==> config.mk <==
export PLATFORM = sky130hd
export DESIGN_NAME = int16_alu_with_splay
export DESIGN_NICKNAME = d
export VERILOG_FILES = /design/src/hw/rtl/ialus_pkg.sv /design/src/hw/rtl/ialus_div.sv /design/src/hw/rtl/int16_alu_with_splay.sv
export SDC_FILE = /design/constraint.sdc
export NUM_CORES = 1
export LEC_CHECK = 0
export BUFFER_PORTS_ARGS = -buffer_cell sky130_fd_sc_hd__buf_2
export CAP_MARGIN = 20
export CORE_ASPECT_RATIO = 0.9
export CORE_MARGIN = 4
export CORE_UTILIZATION = 30
export DETAILED_ROUTE_END_ITERATION = 16
export PLACE_DENSITY_LB_ADDON = 0.05
export SYNTH_ARGS = -nofsm -noshare
export SYNTH_HDL_FRONTEND = slang
export SYNTH_SLANG_ARGS = --single-unit
==> constraint.sdc <==
create_clock -name clk -period 3.2 [get_ports clk]
set_input_delay 0.64 -clock clk [delete_from_list [all_inputs] [get_ports clk]]
set_output_delay 0.64 -clock clk [all_outputs]
set_load 0.005 [all_outputs]
==> src/hw/rtl/ialus_pkg.sv <==
// Shared types, opcodes and constants for the 16-bit ALU with splay.
package ialus_pkg;

	localparam int DATA_W      = 16;
	localparam int MAX_SPLAY   = 64;
	localparam int SPLAY_CNT_W = (MAX_SPLAY > 1) ? $clog2(MAX_SPLAY) : 1;
	localparam int DIV_CNT_W   = $clog2(DATA_W);

	localparam logic [DATA_W-1:0] MAX_SPLAY_V = DATA_W'(MAX_SPLAY);

	typedef enum logic [3:0] {
		FN_ADD   = 4'd0,
		FN_SUB   = 4'd1,
		FN_MUL   = 4'd2,
		FN_DIV   = 4'd3,
		FN_MOD   = 4'd4,
		FN_INC   = 4'd5,
		FN_DEC   = 4'd6,
		FN_ABS   = 4'd7,
		FN_SPLAY = 4'd8
	} func_t;

	typedef enum logic [1:0] {
		ERR_NONE     = 2'd0,
		ERR_DIV_ZERO = 2'd1,
		ERR_SPLAY    = 2'd2,
		ERR_OPCODE   = 2'd3
	} err_t;

	typedef enum logic [1:0] {
		ST_IDLE,
		ST_DIV,
		ST_EMIT
	} state_t;

	// Status handed from the divider to the sequencer.
	typedef struct packed {
		logic              done;
		logic [DATA_W-1:0] quot;
		logic [DATA_W-1:0] rem;
	} div_res_t;

endpackage

==> src/hw/rtl/ialus_div.sv <==
// Radix-2 restoring divider on unsigned magnitudes, one quotient bit per cycle.
module ialus_div (
	input  logic                        clk,
	input  logic                        arst_n,
	input  logic                        start,
	input  logic [ialus_pkg::DATA_W-1:0] dividend,
	input  logic [ialus_pkg::DATA_W-1:0] divisor,
	output ialus_pkg::div_res_t          res
);
	import ialus_pkg::*;

	logic                 busy_q;
	logic                 done_q;
	logic [DIV_CNT_W-1:0] cnt_q;
	logic [DATA_W-1:0]    quo_q;
	logic [DATA_W-1:0]    rem_q;
	logic [DATA_W-1:0]    dvs_q;
	logic [DATA_W:0]      shifted;
	logic [DATA_W:0]      trial;

	// The partial remainder stays below the divisor, so one extra bit covers the shift.
	assign shifted = {rem_q, quo_q[DATA_W-1]};
	assign trial   = shifted - {1'b0, dvs_q};

	always_ff @(posedge clk or negedge arst_n) begin
		if (!arst_n) begin
			busy_q <= 1'b0;
			done_q <= 1'b0;
			cnt_q  <= '0;
		end else if (start) begin
			busy_q <= 1'b1;
			done_q <= 1'b0;
			cnt_q  <= '1;
		end else if (busy_q) begin
			if (cnt_q == '0) begin
				busy_q <= 1'b0;
				done_q <= 1'b1;
			end else begin
				cnt_q <= cnt_q - 1'b1;
			end
		end else begin
			done_q <= 1'b0;
		end
	end

	always_ff @(posedge clk) begin
		if (start) begin
			quo_q <= dividend;
			rem_q <= '0;
			dvs_q <= divisor;
		end else if (busy_q) begin
			quo_q <= {quo_q[DATA_W-2:0], ~trial[DATA_W]};
			rem_q <= trial[DATA_W] ? shifted[DATA_W-1:0] : trial[DATA_W-1:0];
		end
	end

	assign res.done = done_q;
	assign res.quot = quo_q;
	assign res.rem  = rem_q;

endmodule

==> src/hw/rtl/int16_alu_with_splay.sv <==
// Top level: request decode, result sequencer, shared accumulator and output register.
// Add, sub, mul, inc, dec, abs and every error case: one result, through the accumulator and the output register.
// Divide and modulo: one result, taken from the divider, which forms one quotient
// bit per cycle. Splay of count n: n results at one per cycle while the output is not stalled.
// A new request is taken only once the last result of the previous one is registered.
// arst_n clears the sequencer and the output valid; no result is pending after reset.
module int16_alu_with_splay (
	input  logic                         clk,
	input  logic                         arst_n,
	input  logic                         req_valid,
	output logic                         req_stall,
	input  logic [3:0]                   func,
	input  logic [ialus_pkg::DATA_W-1:0] opnd_a,
	input  logic [ialus_pkg::DATA_W-1:0] opnd_b,
	input  logic [ialus_pkg::DATA_W-1:0] opnd_c,
	input  logic                         batch_end,
	output logic                         rsp_valid,
	input  logic                         rsp_stall,
	output logic [ialus_pkg::DATA_W-1:0] value,
	output logic                         run_last,
	output logic                         batch_end_out,
	output logic [1:0]                   error_code
);
	import ialus_pkg::*;

	state_t                 state_q, state_d;
	logic                   req_fire;
	logic                   emit;
	logic                   div_go;
	logic [DATA_W-1:0]      dec_val;
	err_t                   dec_err;
	logic [SPLAY_CNT_W-1:0] dec_cnt;
	logic [DATA_W-1:0]      a_mag, b_mag, b_m1;
	logic [2*DATA_W-1:0]    prod;
	logic                   splay_ok;
	div_res_t               div_res;

	logic [DATA_W-1:0]      acc_q;
	logic [DATA_W-1:0]      step_q;
	logic [SPLAY_CNT_W-1:0] cnt_q;
	err_t                   err_q;
	logic                   bend_q;
	logic                   mod_q;
	logic                   negq_q;
	logic                   negr_q;

	logic                   rsp_valid_q;
	logic [DATA_W-1:0]      value_q;
	logic                   run_last_q;
	logic                   bend_out_q;
	err_t                   err_out_q;

	assign a_mag    = opnd_a[DATA_W-1] ? (~opnd_a + 1'b1) : opnd_a;
	assign b_mag    = opnd_b[DATA_W-1] ? (~opnd_b + 1'b1) : opnd_b;
	assign b_m1     = opnd_b - 1'b1;
	assign prod     = opnd_a * opnd_b;
	assign splay_ok = !opnd_b[DATA_W-1] && (opnd_b != '0) && (opnd_b <= MAX_SPLAY_V);

	always_comb begin
		dec_val = '0;
		dec_err = ERR_NONE;
		dec_cnt = '0;
		div_go  = 1'b0;
		case (func)
			FN_ADD: dec_val = opnd_a + opnd_b;
			FN_SUB: dec_val = opnd_a - opnd_b;
			FN_MUL: dec_val = prod[DATA_W-1:0];
			FN_DIV, FN_MOD: begin
				if (opnd_b == '0) begin
					dec_err = ERR_DIV_ZERO;
				end else begin
					div_go = 1'b1;
				end
			end
			FN_INC: dec_val = opnd_a + 1'b1;
			FN_DEC: dec_val = opnd_a - 1'b1;
			FN_ABS: dec_val = a_mag;
			FN_SPLAY: begin
				if (splay_ok) begin
					dec_val = opnd_a;
					dec_cnt = b_m1[SPLAY_CNT_W-1:0];
				end else begin
					dec_err = ERR_SPLAY;
				end
			end
			default: dec_err = ERR_OPCODE;
		endcase
	end

	ialus_div u_div (
		.clk      (clk),
		.arst_n   (arst_n),
		.start    (req_fire && div_go),
		.dividend (a_mag),
		.divisor  (b_mag),
		.res      (div_res)
	);

	always_ff @(posedge clk or negedge arst_n) begin
		if (!arst_n) begin
			state_q <= ST_IDLE;
		end else begin
			state_q <= state_d;
		end
	end

	always_comb begin
		state_d   = state_q;
		req_stall = 1'b1;
		emit      = 1'b0;
		case (state_q)
			ST_IDLE: begin
				req_stall = 1'b0;
				if (req_valid) begin
					state_d = div_go ? ST_DIV : ST_EMIT;
				end
			end
			ST_DIV: begin
				if (div_res.done) begin
					state_d = ST_EMIT;
				end
			end
			ST_EMIT: begin
				emit = !rsp_valid_q || !rsp_stall;
				if (emit && (cnt_q == '0)) begin
					state_d = ST_IDLE;
				end
			end
			default: state_d = ST_IDLE;
		endcase
	end

	assign req_fire = req_valid && !req_stall;

	// The accumulator doubles as the splay running sum and the single-result holder.
	always_ff @(posedge clk or negedge arst_n) begin
		if (!arst_n) begin
			cnt_q <= '0;
		end else if (req_fire) begin
			cnt_q <= dec_cnt;
		end else if (emit && (cnt_q != '0)) begin
			cnt_q <= cnt_q - 1'b1;
		end
	end

	always_ff @(posedge clk) begin
		if (req_fire) begin
			acc_q  <= dec_val;
			step_q <= opnd_c;
			err_q  <= dec_err;
			bend_q <= batch_end;
			mod_q  <= (func == FN_MOD);
			negq_q <= opnd_a[DATA_W-1] ^ opnd_b[DATA_W-1];
			negr_q <= opnd_a[DATA_W-1];
		end else if ((state_q == ST_DIV) && div_res.done) begin
			if (mod_q) begin
				acc_q <= negr_q ? (~div_res.rem + 1'b1) : div_res.rem;
			end else begin
				acc_q <= negq_q ? (~div_res.quot + 1'b1) : div_res.quot;
			end
		end else if (emit && (cnt_q != '0)) begin
			acc_q <= acc_q + step_q;
		end
	end

	always_ff @(posedge clk or negedge arst_n) begin
		if (!arst_n) begin
			rsp_valid_q <= 1'b0;
		end else if (emit) begin
			rsp_valid_q <= 1'b1;
		end else if (!rsp_stall) begin
			rsp_valid_q <= 1'b0;
		end
	end

	always_ff @(posedge clk) begin
		if (emit) begin
			value_q    <= acc_q;
			run_last_q <= (cnt_q == '0);
			bend_out_q <= (cnt_q == '0) && bend_q;
			err_out_q  <= err_q;
		end
	end

	assign rsp_valid     = rsp_valid_q;
	assign value         = value_q;
	assign run_last      = run_last_q;
	assign batch_end_out = bend_out_q;
	assign error_code    = err_out_q;

endmodule

==> PnR_summary.wiki, run 1 <==
{| class="wikitable"
! Metric !! Value
|-
| Cell with the most instances on the worst path || sky130_fd_sc_hd__fa_1
|-
| Period minus WS final || 5.49 ns
|-
| Number of non-filler instances in the completed layout || 2,348
|-
| Post-synthesis net count || ~1,700
|-
| Violations in the final reports || negative setup slack
|-
| Maximum number of pins on one net before global-route repair || 35
|-
| DR WL/cell || 20.3 um
|-
| Post-synthesis instance area || around 13,000 um2
|-
| Number of flops mapped to enable cells by yosys || 90
|-
| GRT Residual Overflow || 0
|-
| Synth top area cells || sky130_fd_sc_hd__edfxtp_1 (21%), sky130_fd_sc_hd__fa_1 (13%), sky130_fd_sc_hd__ha_1 (9.8%)
|-
| F_max || 0.182 GHz
|-
| Met1 demand-to-capacity share in global routing || 0.274
|-
| Number of buffers added by the clock tree synthesis step || 17
|-
| Hold bufs inserted after CTS || 0
|-
| Max-Slew Margin vs Limit || 0.341
|-
| Final period utilization || 1.71
|-
| Proportion of power drawn by the clock network || 0.113
|-
| Clock root cell || sky130_fd_sc_hd__clkbuf_16
|-
| Post-Syn Instances || 1,490
|-
| Path class of the lowest-slack min-delay path || in -> async
|-
| Part of the total power dissipated in sequential elements || 0.184
|-
| Worst slew pin tran || 0.988 ns
|-
| Max capacitance violation total || 0
|-
| Worst-path clk slew || 0.06 ns
|-
| Post-synth top area cell || sky130_fd_sc_hd__edfxtp_1
|-
| Final setup vio count || 12
|-
| Worst setup margin || -2.29 ns
|-
| Width of the die || 228 um
|-
| Largest fanout on the critical path || 4
|-
| Internal power consumption || between 9 and 10 mW
|-
| Number of register bits inferred by synthesis || 121
|-
| Clock net sink count || around 120
|-
| Number of DRC violations after detailed routing || 0
|-
| TritonCTS clock tree || built
|-
| Yosys warning count || 0
|-
| Total number of placement rows || 72
|-
| Via count of the first global-routing pass || 11,918
|-
| Mean post-synth cell area || 8.76 um2
|-
| Largest buffer count on any clock path || 2
|-
| GP Congestion || 0.855
|-
| Antenna violations before repair || 1
|-
| Vias || around 12,000
|-
| Switching Fraction || 0.437
|-
| Busiest grt layer || met2
|-
| Number of unique standard cell types used by synthesis || 67
|-
| Overall die area || 46,900 um2
|-
| Worst Skew || 0.0124 ns
|-
| Critical Path Start Type || primary input
|-
| Overall power || roughly 16 mW
|-
| Critical setup path kind || in -> reg
|-
| Capturing element type of the critical path || flip-flop
|-
| CORE AREA || 43,000 um2
|-
| LEAKAGE || between 7 and 8 nW
|-
| Worst-case reg-to-reg path depth || 13
|-
| Final Core Density || 0.410
|-
| Routed WL || about 48 mm
|-
| Combinational share of power || 0.703
|-
| Largest voltage drop on the vdd net || 0.708 mV
|-
| Initial detailed-routing violation count || 591
|-
| Req. time, crit path || about 3.4 ns
|-
| Number of vias per cell || 4.95
|-
| Vert. Die Dim || 206 um
|-
| Net Sw Power || slightly above 7 mW
|-
| Layout overhead on the synthesized area || 35.0%
|-
| Met3 usage || 0.0243
|-
| Worst Hold Margin || 0.126 ns
|-
| Nets || 2,021
|-
| Arr. time, crit path || 5.66 ns
|-
| Met2 layer usage reported by global route || 0.342
|-
| Sequential fraction of the synthesis area || 0.260
|-
| Share of layout cells above drive strength 1 || 0.291
|-
| Largest stage delay on the critical path || between 0.5 and 0.6 ns
|-
| Share of the synthesized area in the top cell type || 0.207
|-
| Total number of H-tree levels || 4
|-
| Status || complete, but fails checks
|-
| Initial Util || 0.304
|-
| Async set-or-reset flop fraction in the synthesized netlist || 0.124
|-
| Global router's overall resource usage || 0.201
|-
| Top FF cell, synth || sky130_fd_sc_hd__edfxtp_1
|-
| Count of TritonRoute iterations in the first routing pass || 5
|-
| Master of the slowest instance on the critical path || sky130_fd_sc_hd__fa_1
|-
| Detailed placement HPWL || between 30 and 40 mm
|-
| Pwr per Cell Area || 916 nW/um2
|-
| Number of primary I/O pins || slightly below 80
|-
| Slew Limit Fails || 0
|-
| Number of port buffers || 78
|-
| Clock insertion delay at the later pin of the skew report || 0.44 ns
|-
| Chain of cells forming the critical path || buf_4, buf_6, and2_4, fa_1, inv_2, fa_1, inv_2, fa_1, fa_2, fa_1, inv_2, fa_1, inv_2, ha_4, inv_4, o21bai_1, a41o_1, xnor2_1, o22ai_1, a211oi_1, buf_4, o221ai_2
|-
| Post-route ant nets || 0
|-
| Wire length of the first global-routing pass || roughly 72 mm
|-
| Number of cells after detailed placement || 2,290
|-
| Unrepaired setup endpoints after global routing || true
|-
| Hold Violations, Final || 0
|}
routing by layer:
layer / routed length [um] / vias up
met3: 2040 / 46
li1: - / 5685
met5: 0 / -
met4: 1060 / 0
met2: 22500 / 254
met1: 22000 / 5626
power groups by stage:
stage	Clock, mW	Sequential, mW	Combinational (mW)
2_1_floorplan	0	2.82	6.86
3_3_place_gp	0	3.00	10.3
3_5_place_dp	0	3.00	10.4
4_1_cts	1.88	2.98	11.1
5_1_grt	1.95	3.04	12.6
6_report	1.83	2.96	11.3
flip-flops by register name (all words and copies together) (netlist names):
register and cells:
acc_q 16, step_q 16, u_div.dvs_q 16, u_div.quo_q 16
u_div.rem_q 16, value 16, cnt_q 6, u_div.cnt_q 4
err_q 2, error_code 2, state_q 2, batch_end_out 1
bend_q 1, mod_q 1, negq_q 1, negr_q 1
rsp_valid 1, run_last 1, u_div.busy_q 1, u_div.done_q 1
metrics by stage:
| stage | cell area, um2 | worst slack (ns) | setup TNS, ns |
|---|---|---|---|
| final | 17600 | -2.29 | -21.14 |
| after detailed placement | 16100 | -2.91 | -69.41 |
| after CTS | 17200 | -2.34 | -21.33 |
| after floorplan | 13600 | -2.41 | -20.86 |
| after global placement | 16100 | -2.77 | -70.03 |
| after global routing | 17600 | -2.46 | -23.70 |
layout make-up:
class                      instances  area [um2]
timing repair buffer             348        2890
inverter                         159         599
multi-input combinational       1132        9480
clock buffer                      17         425
clock inverter                    15         128
sequential                       121        3400
tap                              555         694
antenna                            1        2.50
fill                            4330       25400
cell families (layout without fill, tap and decap cells):
logic type      after synthesis  count (layout)  synth area share
simple gates                460             460             0.175
buf+inv                     237             539            0.0695
fa+ha+maj                   185             185             0.225
xor+xnor                    145             145            0.0984
flops                       121             121             0.260
other cells                   0               1                 0
compound gates              323             323             0.157
mux                          19              19            0.0148
worst paths after layout:
kind | start | to | slack (ns)
max in group asynchronous | arst_n | cnt_q[1] | 2.79
worst min register to register | err_q[1] | error_code[1] | 0.42
min in group clk | opnd_c[13] | step_q[13] | 0.38
worst min-delay path | arst_n | u_div.cnt_q[2] | 0.13
worst max register to register | u_div.quo_q[15] | u_div.rem_q[1] | 0.17
worst max-delay path | opnd_a[8] | acc_q[13] | -2.29
critical path: cells and delay by family:
family	cells	cell delay, ns
adder cells (fa/ha/maj)	7	3.42
AO/OA/AOI/OAI	5	0.70
buffers and inverters	8	0.63
AND/OR/NAND/NOR	1	0.15
XOR/XNOR	1	0.13
Yosys cell counts, types with 5 or more instances:
master	n
sky130_fd_sc_hd__nand2b_1	28
sky130_fd_sc_hd__mux2i_1	17
sky130_fd_sc_hd__edfxtp_1	90
sky130_fd_sc_hd__o21a_1	17
sky130_fd_sc_hd__buf_2	8
sky130_fd_sc_hd__nand3_1	14
sky130_fd_sc_hd__and2_1	76
sky130_fd_sc_hd__nor4_1	10
sky130_fd_sc_hd__a211oi_1	17
sky130_fd_sc_hd__or3_1	13
sky130_fd_sc_hd__o21ai_0	88
sky130_fd_sc_hd__o2bb2ai_1	9
sky130_fd_sc_hd__dfxtp_1	16
sky130_fd_sc_hd__clkbuf_1	65
sky130_fd_sc_hd__fa_1	83
sky130_fd_sc_hd__o221ai_1	5
sky130_fd_sc_hd__ha_1	102
sky130_fd_sc_hd__xor2_1	44
sky130_fd_sc_hd__o22ai_1	21
sky130_fd_sc_hd__or4_1	5
sky130_fd_sc_hd__o31ai_1	20
sky130_fd_sc_hd__nor2_1	73
sky130_fd_sc_hd__a221oi_1	9
sky130_fd_sc_hd__xnor2_1	100
sky130_fd_sc_hd__nand2_1	164
sky130_fd_sc_hd__and3_1	7
sky130_fd_sc_hd__dfrtp_1	15
sky130_fd_sc_hd__nor2b_1	19
sky130_fd_sc_hd__a21o_1	9
sky130_fd_sc_hd__a21oi_1	81
sky130_fd_sc_hd__inv_1	159
sky130_fd_sc_hd__o41ai_1	8
sky130_fd_sc_hd__a31oi_1	7
sky130_fd_sc_hd__nor3_1	29
layout by cell type, fill, tap and decap left out, types with 42 or more instances in the layout:
cell	netlist	routed
sky130_fd_sc_hd__buf_4	0	228
sky130_fd_sc_hd__fa_1	83	77
sky130_fd_sc_hd__ha_1	102	78
sky130_fd_sc_hd__xor2_1	44	42
sky130_fd_sc_hd__edfxtp_1	90	90
sky130_fd_sc_hd__a21oi_1	81	69
sky130_fd_sc_hd__nor2_1	73	72
sky130_fd_sc_hd__and2_1	76	57
sky130_fd_sc_hd__inv_1	159	136
sky130_fd_sc_hd__xnor2_1	100	95
sky130_fd_sc_hd__nand2_1	164	157
sky130_fd_sc_hd__buf_2	8	63
sky130_fd_sc_hd__o21ai_0	88	74
timing repair:
item                                    4_1_cts  5_1_grt
gates cloned                                  0        5
resized for setup                           104       54
endpoints found under the setup margin       78       73
buffers inserted                              8       14
pin swaps                                    53       39
No activity file was read; power rests on OpenSTA's default activity.
==> run 2, diff against run 1 <==
- PLACE_DENSITY: unset -> 0.58
- PLACE_DENSITY_LB_ADDON: 0.05 -> unset
==> run 2 against run 1 <==
Compared with the run above:
- design area fell by 2.1%
- the flow still finishes with violations (negative setup slack)
- non-clock buffer count shrank 29
- utilization fell by 0.88 points
- maximum frequency grew 3.2%
- largest power group unchanged
- highest routed layer is now met5
- combinational power decreased by 6%
- via count increased by 1.8%
- setup slack improved by 0.17 ns
- largest cell class unchanged
- sequential cell count unchanged
- critical path depth down 2
==> PnR_summary.wiki, run 2 (same netlist as run 1, synthesis figures left out) <==
{| class="wikitable"
! Metric !! Value
|-
| Status || complete, but fails checks
|-
| Violations in the final reports || negative setup slack
|-
| Post-route ant nets || 0
|-
| Master of the slowest instance on the critical path || sky130_fd_sc_hd__fa_1
|-
| Worst Hold Margin || between 0.1 and 0.15 ns
|-
| Largest voltage drop on the vdd net || about 0.54 mV
|-
| Share of layout cells above drive strength 1 || 0.272
|-
| Vert. Die Dim || 206 um
|-
| Worst-path clk slew || 0.06 ns
|-
| Path class of the lowest-slack min-delay path || in -> async
|-
| Clock net sink count || 121
|-
| Max-Slew Margin vs Limit || 0.350
|-
| Clock root cell || sky130_fd_sc_hd__clkbuf_16
|-
| Max capacitance violation total || 0
|-
| Uppermost routed layer || met5
|-
| Period minus WS final || 5.32 ns
|-
| Global router's overall resource usage || 0.179
|-
| DR WL/cell || 18.5 um
|-
| Final period utilization || 1.66
|-
| Overall die area || around 47,000 um2
|-
| Number of buffers added by the clock tree synthesis step || 17
|-
| Cell with the most instances on the worst path || sky130_fd_sc_hd__fa_1
|-
| Initial Util || 0.304
|-
| CORE AREA || roughly 43,000 um2
|-
| Worst slew pin tran || approximately 0.97 ns
|-
| Number of vias per cell || 5.10
|-
| Number of cells after detailed placement || about 2,300
|-
| Number of port buffers || 78
|-
| Number of non-filler instances in the completed layout || approximately 2,300
|-
| Unrepaired setup endpoints after global routing || true
|-
| Layout overhead on the synthesized area || 32.1%
|-
| Metal-1 WL || between 15 and 20 mm
|-
| Total met2 wirelength after detailed routing || 20.2 mm
|-
| Multi-input combinational cell area || 9400 um2
|-
| Filler cell count in the final layout || 4,212
|-
| Worst setup margin || -2.12 ns
|-
| Largest fanout on the critical path || 6
|-
| TritonCTS clock tree || built
|-
| Largest buffer count on any clock path || 2
|-
| Wire length of the first global-routing pass || between 60 and 70 mm
|-
| Clock insertion delay at the later pin of the skew report || approximately 0.43 ns
|-
| Met3 layer wire length in the routed design || 2.42 mm
|-
| Vias || 11,817
|-
| Count of TritonRoute iterations in the first routing pass || 5
|-
| Number of DRC violations after detailed routing || 0
|-
| Most common cell after layout, fill and taps aside || sky130_fd_sc_hd__buf_4
|-
| Total number of H-tree levels || 4
|-
| F_max || 0.188 GHz
|-
| LEAKAGE || about 7.5 nW
|-
| Total number of placement rows || 72
|-
| Hold Violations, Final || 0
|-
| Req. time, crit path || 3.35 ns
|-
| Number of primary I/O pins || 79
|-
| Arr. time, crit path || 5.47 ns
|-
| Chain of cells forming the critical path || buf_12, and2_4, fa_1, inv_2, fa_1, fa_1, fa_1, inv_2, fa_1, inv_1, fa_1, inv_2, ha_4, a21oi_4, o21bai_1, a41o_1, xnor2_1, o22ai_1, a211oi_2, o221ai_1
|-
| Pwr per Cell Area || 897 nW/um2
|-
| Routed WL || 43.0 mm
|-
| Overall power || between 15 and 20 mW
|-
| GRT Residual Overflow || 0
|-
| Antenna violations before repair || 1
|-
| Slew Limit Fails || 0
|-
| Nets || 1,993
|-
| GP Congestion || about 0.94
|-
| Maximum number of pins on one net before global-route repair || 34
|-
| Commonest non-fill, non-tap cells in the layout || sky130_fd_sc_hd__buf_4 (216), sky130_fd_sc_hd__nand2_1 (155), sky130_fd_sc_hd__inv_1 (143)
|-
| Critical Path Start Type || primary input
|-
| Worst Skew || 0.0141 ns
|-
| Via count of the first global-routing pass || roughly 12,000
|-
| Final setup vio count || 12
|-
| Critical setup path kind || in -> reg
|-
| Largest stage delay on the critical path || approximately 0.55 ns
|-
| Detailed placement HPWL || 34.5 mm
|-
| Register area || 3400 um2
|-
| Initial detailed-routing violation count || 1,050
|-
| Width of the die || 228 um
|-
| Total inserted antenna cells || 0
|-
| Capturing element type of the critical path || flip-flop
|-
| Hold bufs inserted after CTS || 0
|}
run 2: changes by cell type in the layout (fill, tap and decap cells not counted), moves of 5 or more:
| cell | change |
|---|---|
| sky130_fd_sc_hd__buf_12 | -7 |
| sky130_fd_sc_hd__buf_4 | -12 |
| sky130_fd_sc_hd__buf_8 | -8 |
| sky130_fd_sc_hd__inv_1 | +7 |
| sky130_fd_sc_hd__inv_2 | -8 |
| sky130_fd_sc_hd__o21ai_0 | -5 |
run 2: worst paths after layout:
path | startpoint | endpoint | slack (ns) | cells after the start
setup / recovery | opnd_a[7] | acc_q[13] | -2.12 | 20
max in group asynchronous | arst_n | cnt_q[3] | 2.80 | 1
hold reg to reg | err_q[1] | error_code[1] | 0.42 | 0
min in group clk | opnd_c[12] | step_q[12] | 0.38 | 1
setup reg to reg | u_div.quo_q[15] | u_div.rem_q[3] | 0.18 | 12
hold / removal | arst_n | u_div.done_q | 0.12 | 1
run 2: power breakdown:
group / total, mW / internal (mW) / switching [mW] / leakage (nW)
Sequential: 2.92 / 2.47 / 0.452 / 1.17
Clock: 1.94 / 1.16 / 0.777 / 0.281
Combinational: 10.6 / 5.10 / 5.51 / 6.01
Total: 15.5 / 8.73 / 6.74 / 7.46
run 2: worst max-delay path, delay by kind of cell:
family                   cells  cell delay, ns
adder cells (fa/ha/maj)      7            3.30
AO/OA/AOI/OAI                6            0.93
buffers and inverters        5            0.30
AND/OR/NAND/NOR              1            0.15
XOR/XNOR                     1            0.14
run 2: per-stage QoR:
stage,util,setup slack (ns),TNS [ns],cell area [um2]
CTS,0.389,-2.14,-20.30,16700
floorplan,-,-2.41,-20.86,13600
global route,0.401,-2.33,-21.88,17200
detailed placement,0.369,-2.77,-73.39,15800
global placement,0.369,-2.66,-73.89,15800
finish,0.401,-2.12,-20.16,17200
run 2: layer usage:
metal,vias up,global-route usage
li1,5635,-
met1,5719,0.248
met2,409,0.305
met3,52,0.0167
met5,-,0
met4,2,0.0398
run 2: layout make-up:
| class | instances | area share |
|---|---|---|
| Multi-Input combinational cell | 1133 | 0.546 |
| Clock buffer | 17 | 0.0247 |
| Clock inverter | 15 | 0.00951 |
| Sequential cell | 121 | 0.197 |
| Timing Repair Buffer | 319 | 0.147 |
| Tap cell | 555 | 0.0403 |
| Inverter | 159 | 0.0356 |
run 2: timing repair:
action                     CTS  global route
gates resized for setup     59            79
setup endpoints to repair   84            78
setup buffers                3            12
cloned                       0             8
pin swaps                   27            38
==> run 3, diff against run 2 <==
- CTS_CLUSTER_DIAMETER: unset -> 40
- SYNTH_HIERARCHICAL: unset -> 1
==> run 3 against run 2 <==
Compared with the run above:
- the run still ends with negative setup slack left
- maximum frequency is 2.3% higher
- total power fell by 5.7%
- cell count rose by 1.3%
- largest power group unchanged
==> PnR_summary.wiki, run 3 <==
{| class="wikitable"
! Metric !! Value
|-
| Slew Limit Fails || 0
|-
| Largest fanout on the critical path || 5
|-
| Total number of placement rows || 72
|-
| Post-Syn Instances || 1,493
|-
| Path class of the lowest-slack min-delay path || in -> async
|-
| Reg-to-reg endpoint || acc_q[13]
|-
| DR WL/cell || 17.9 um
|-
| CORE AREA || about 43,000 um2
|-
| Clock net sink count || 121
|-
| Sequential fraction of the synthesis area || 0.255
|-
| Overall die area || 47,800 um2
|-
| Critical Path Sink || acc_q[15]
|-
| Initial Util || 0.307
|-
| Share of the synthesized area in the top cell type || 0.203
|-
| Violations in the final reports || negative setup slack
|-
| Number of unique standard cell types used by synthesis || 81
|-
| Cell with the most instances after synthesis || sky130_fd_sc_hd__inv_1
|-
| Proportion of power drawn by the clock network || 0.118
|-
| Overall power || 14.6 mW
|-
| Worst-path clk slew || 0.05 ns
|-
| Final period utilization || 1.62
|-
| Final Core Density || 0.401
|-
| Number of non-filler instances in the completed layout || between 2,000 and 2,500
|-
| Routed WL || 42.1 mm
|-
| Critical R2R Launch || u_div/rem_q[9]
|-
| Largest buffer count on any clock path || 2
|-
| Filler cell count in the final layout || ~4,300
|-
| Worst-case reg-to-reg path depth || 7
|-
| Number of port buffers || 78
|-
| Width of the die || 230 um
|-
| Critical setup path kind || in -> reg
|-
| Status || complete, but fails checks
|-
| Unrepaired setup endpoints after global routing || true
|-
| GRT Residual Overflow || 0
|-
| Number of primary I/O pins || 79
|-
| Switching Fraction || 0.430
|-
| Max capacitance violation total || 0
|-
| Req. time, crit path || roughly 3.4 ns
|-
| Post-synth top area cell || sky130_fd_sc_hd__edfxtp_1
|-
| Via count of the first global-routing pass || 11,961
|-
| Count of TritonRoute iterations in the first routing pass || 7
|-
| F_max || around 0.19 GHz
|-
| Slack of the worst reg-to-reg path || 0.31 ns
|-
| Clock insertion delay at the later pin of the skew report || 0.43 ns
|-
| Number of register bits inferred by synthesis || 121
|-
| LEAKAGE || 7.41 nW
|-
| Top FF cell, synth || sky130_fd_sc_hd__edfxtp_1
|-
| Number of cells after detailed placement || 2,299
|-
| Most common cell after layout, fill and taps aside || sky130_fd_sc_hd__buf_4
|-
| Vias || 11,712
|-
| Hold Violations, Final || 0
|-
| Total negative slack for setup checks || -18.89 ns
|-
| Worst Hold Margin || 0.143 ns
|-
| Net Sw Power || 6.27 mW
|-
| Part of the total power dissipated in sequential elements || 0.183
|-
| Post-synthesis instance area || 13,300 um2
|-
| Worst setup path startpoint || opnd_a[7]
|-
| Critical Path Start Type || primary input
|-
| Synth top area cells || sky130_fd_sc_hd__edfxtp_1 (20%), sky130_fd_sc_hd__fa_1 (12%), sky130_fd_sc_hd__ha_1 (9.7%)
|-
| Number of DRC violations after detailed routing || 0
|-
| Worst Skew || 0.0140 ns
|-
| Final setup vio count || 12
|-
| Initial detailed-routing violation count || 770
|-
| Yosys warning count || 6
|-
| Number of flops mapped to enable cells by yosys || 90
|-
| Async set-or-reset flop fraction in the synthesized netlist || 0.124
|-
| Hold bufs inserted after CTS || 0
|-
| Antenna violations before repair || 1
|-
| GP Congestion || 0.912
|-
| Worst slew pin tran || 0.666 ns
|-
| Commonest non-fill, non-tap cells in the layout || sky130_fd_sc_hd__buf_4 (204), sky130_fd_sc_hd__nand2_1 (144), sky130_fd_sc_hd__inv_1 (139)
|-
| Post-synth top cells || sky130_fd_sc_hd__inv_1 (159), sky130_fd_sc_hd__nand2_1 (149), sky130_fd_sc_hd__xnor2_1 (110)
|-
| Capturing element type of the critical path || flip-flop
|-
| Post-synthesis net count || 1,736
|-
| Clock root cell || sky130_fd_sc_hd__clkbuf_16
|-
| Period minus WS final || ~5.2 ns
|-
| Number of vias per cell || 4.99
|-
| Total inserted antenna cells || 0
|-
| Pwr per Cell Area || approximately 840 nW/um2
|-
| Maximum number of pins on one net before global-route repair || 43
|-
| Total number of H-tree levels || 4
|-
| Layout overhead on the synthesized area || 30.8%
|-
| Share of layout cells above drive strength 1 || 0.291
|-
| Internal power consumption || 8.32 mW
|-
| Wire length of the first global-routing pass || approximately 66 mm
|-
| Mean post-synth cell area || approximately 9 um2
|-
| Nets || 1,988
|-
| Largest voltage drop on the vdd net || between 0.6 and 0.7 mV
|-
| Arr. time, crit path || 5.35 ns
|-
| Post-route ant nets || 0
|-
| TritonCTS clock tree || built
|-
| Combinational share of power || 0.699
|-
| Max-Slew Margin vs Limit || 0.556
|-
| Vert. Die Dim || 208 um
|-
| Number of buffers added by the clock tree synthesis step || 17
|-
| Worst setup margin || -1.99 ns
|-
| Global router's overall resource usage || 0.174
|-
| Detailed placement HPWL || 34.5 mm
|}
-- run 3: final cells by class --
cell class | instances | area, um2 | area share
Inverter | 159 | 602 | 0.0345
Timing Repair Buffer | 312 | 2420 | 0.139
Clock buffer | 19 | 433 | 0.0248
Sequential cell | 121 | 3400 | 0.195
Clock inverter | 11 | 83.8 | 0.00481
Tap cell | 592 | 741 | 0.0425
Multi-Input combinational cell | 1134 | 9740 | 0.559
-- run 3: routing by layer --
metal / share of wire / vias to the layer above / track usage
li1: - / 5659 / -
met1: 0.45 / 5625 / 0.240
met2: 0.46 / 361 / 0.283
met3: 0.059 / 65 / 0.0275
met4: 0.024 / 2 / 0.0542
met5: 0.00028 / - / 0
-- run 3: power by group through the flow --
stage          clock network (mW)  registers, mW  logic [mW]
6_report                     1.72           2.67        10.2
5_1_grt                      1.82           2.73        11.2
4_1_cts                      1.75           2.67        9.92
3_5_place_dp                    0           2.69        8.85
3_3_place_gp                    0           2.68        8.67
2_1_floorplan                   0           2.59        6.33
-- run 3: timing repair --
action,4_1_cts,5_1_grt
resized for setup,135,33
hold endpoints to repair,0,0
buffers inserted,15,4
pin swaps,66,21
endpoints found under the setup margin,72,76
-- run 3: logic make-up after synthesis --
| group | count (synthesis) | synth area share |
|---|---|---|
| flip-flops | 121 | 0.255 |
| AND/OR/NAND/NOR | 451 | 0.169 |
| XOR/XNOR | 145 | 0.0967 |
| AO/OA/AOI/OAI | 318 | 0.159 |
| multiplexers | 34 | 0.0271 |
| adder cells (fa/ha/maj) | 186 | 0.221 |
| buffers and inverters | 238 | 0.0714 |
-- run 3: worst min path at each step --
stage | end | slack (ns) | cells past startpoint
4_1_cts | u_div/busy_q | 0.13 | 1
3_3_place_gp | value[8] | 0.44 | 0
2_1_floorplan | cnt_q[0] | 0.34 | 0
6_report | u_div/busy_q | 0.14 | 1
5_1_grt | u_div/busy_q | 0.16 | 1
3_5_place_dp | value[4] | 0.45 | 0
-- run 3: worst max-delay path, stage by stage --
cell and delay (ns):
sky130_fd_sc_hd__buf_8 0.11, sky130_fd_sc_hd__buf_4 0.14, sky130_fd_sc_hd__and2_1 0.16, sky130_fd_sc_hd__fa_1 0.54, sky130_fd_sc_hd__inv_1 0.06, sky130_fd_sc_hd__fa_1 0.56
sky130_fd_sc_hd__inv_2 0.05, sky130_fd_sc_hd__fa_2 0.36, sky130_fd_sc_hd__fa_1 0.54, sky130_fd_sc_hd__inv_1 0.05, sky130_fd_sc_hd__fa_1 0.45, sky130_fd_sc_hd__fa_2 0.53
sky130_fd_sc_hd__inv_1 0.06, sky130_fd_sc_hd__ha_2 0.18, sky130_fd_sc_hd__or3_1 0.38, sky130_fd_sc_hd__nor3_2 0.12, sky130_fd_sc_hd__nor3_1 0.08, sky130_fd_sc_hd__xnor2_1 0.23
sky130_fd_sc_hd__o311ai_1 0.10
-- run 3: metrics by stage --
| step | instance area, um2 | setup slack [ns] |
|---|---|---|
| after floorplan | 13800 | -2.47 |
| after global placement | 16000 | -2.60 |
| after detailed placement | 16000 | -2.72 |
| after CTS | 17300 | -2.00 |
| after global routing | 17400 | -2.17 |
| final | 17400 | -1.99 |
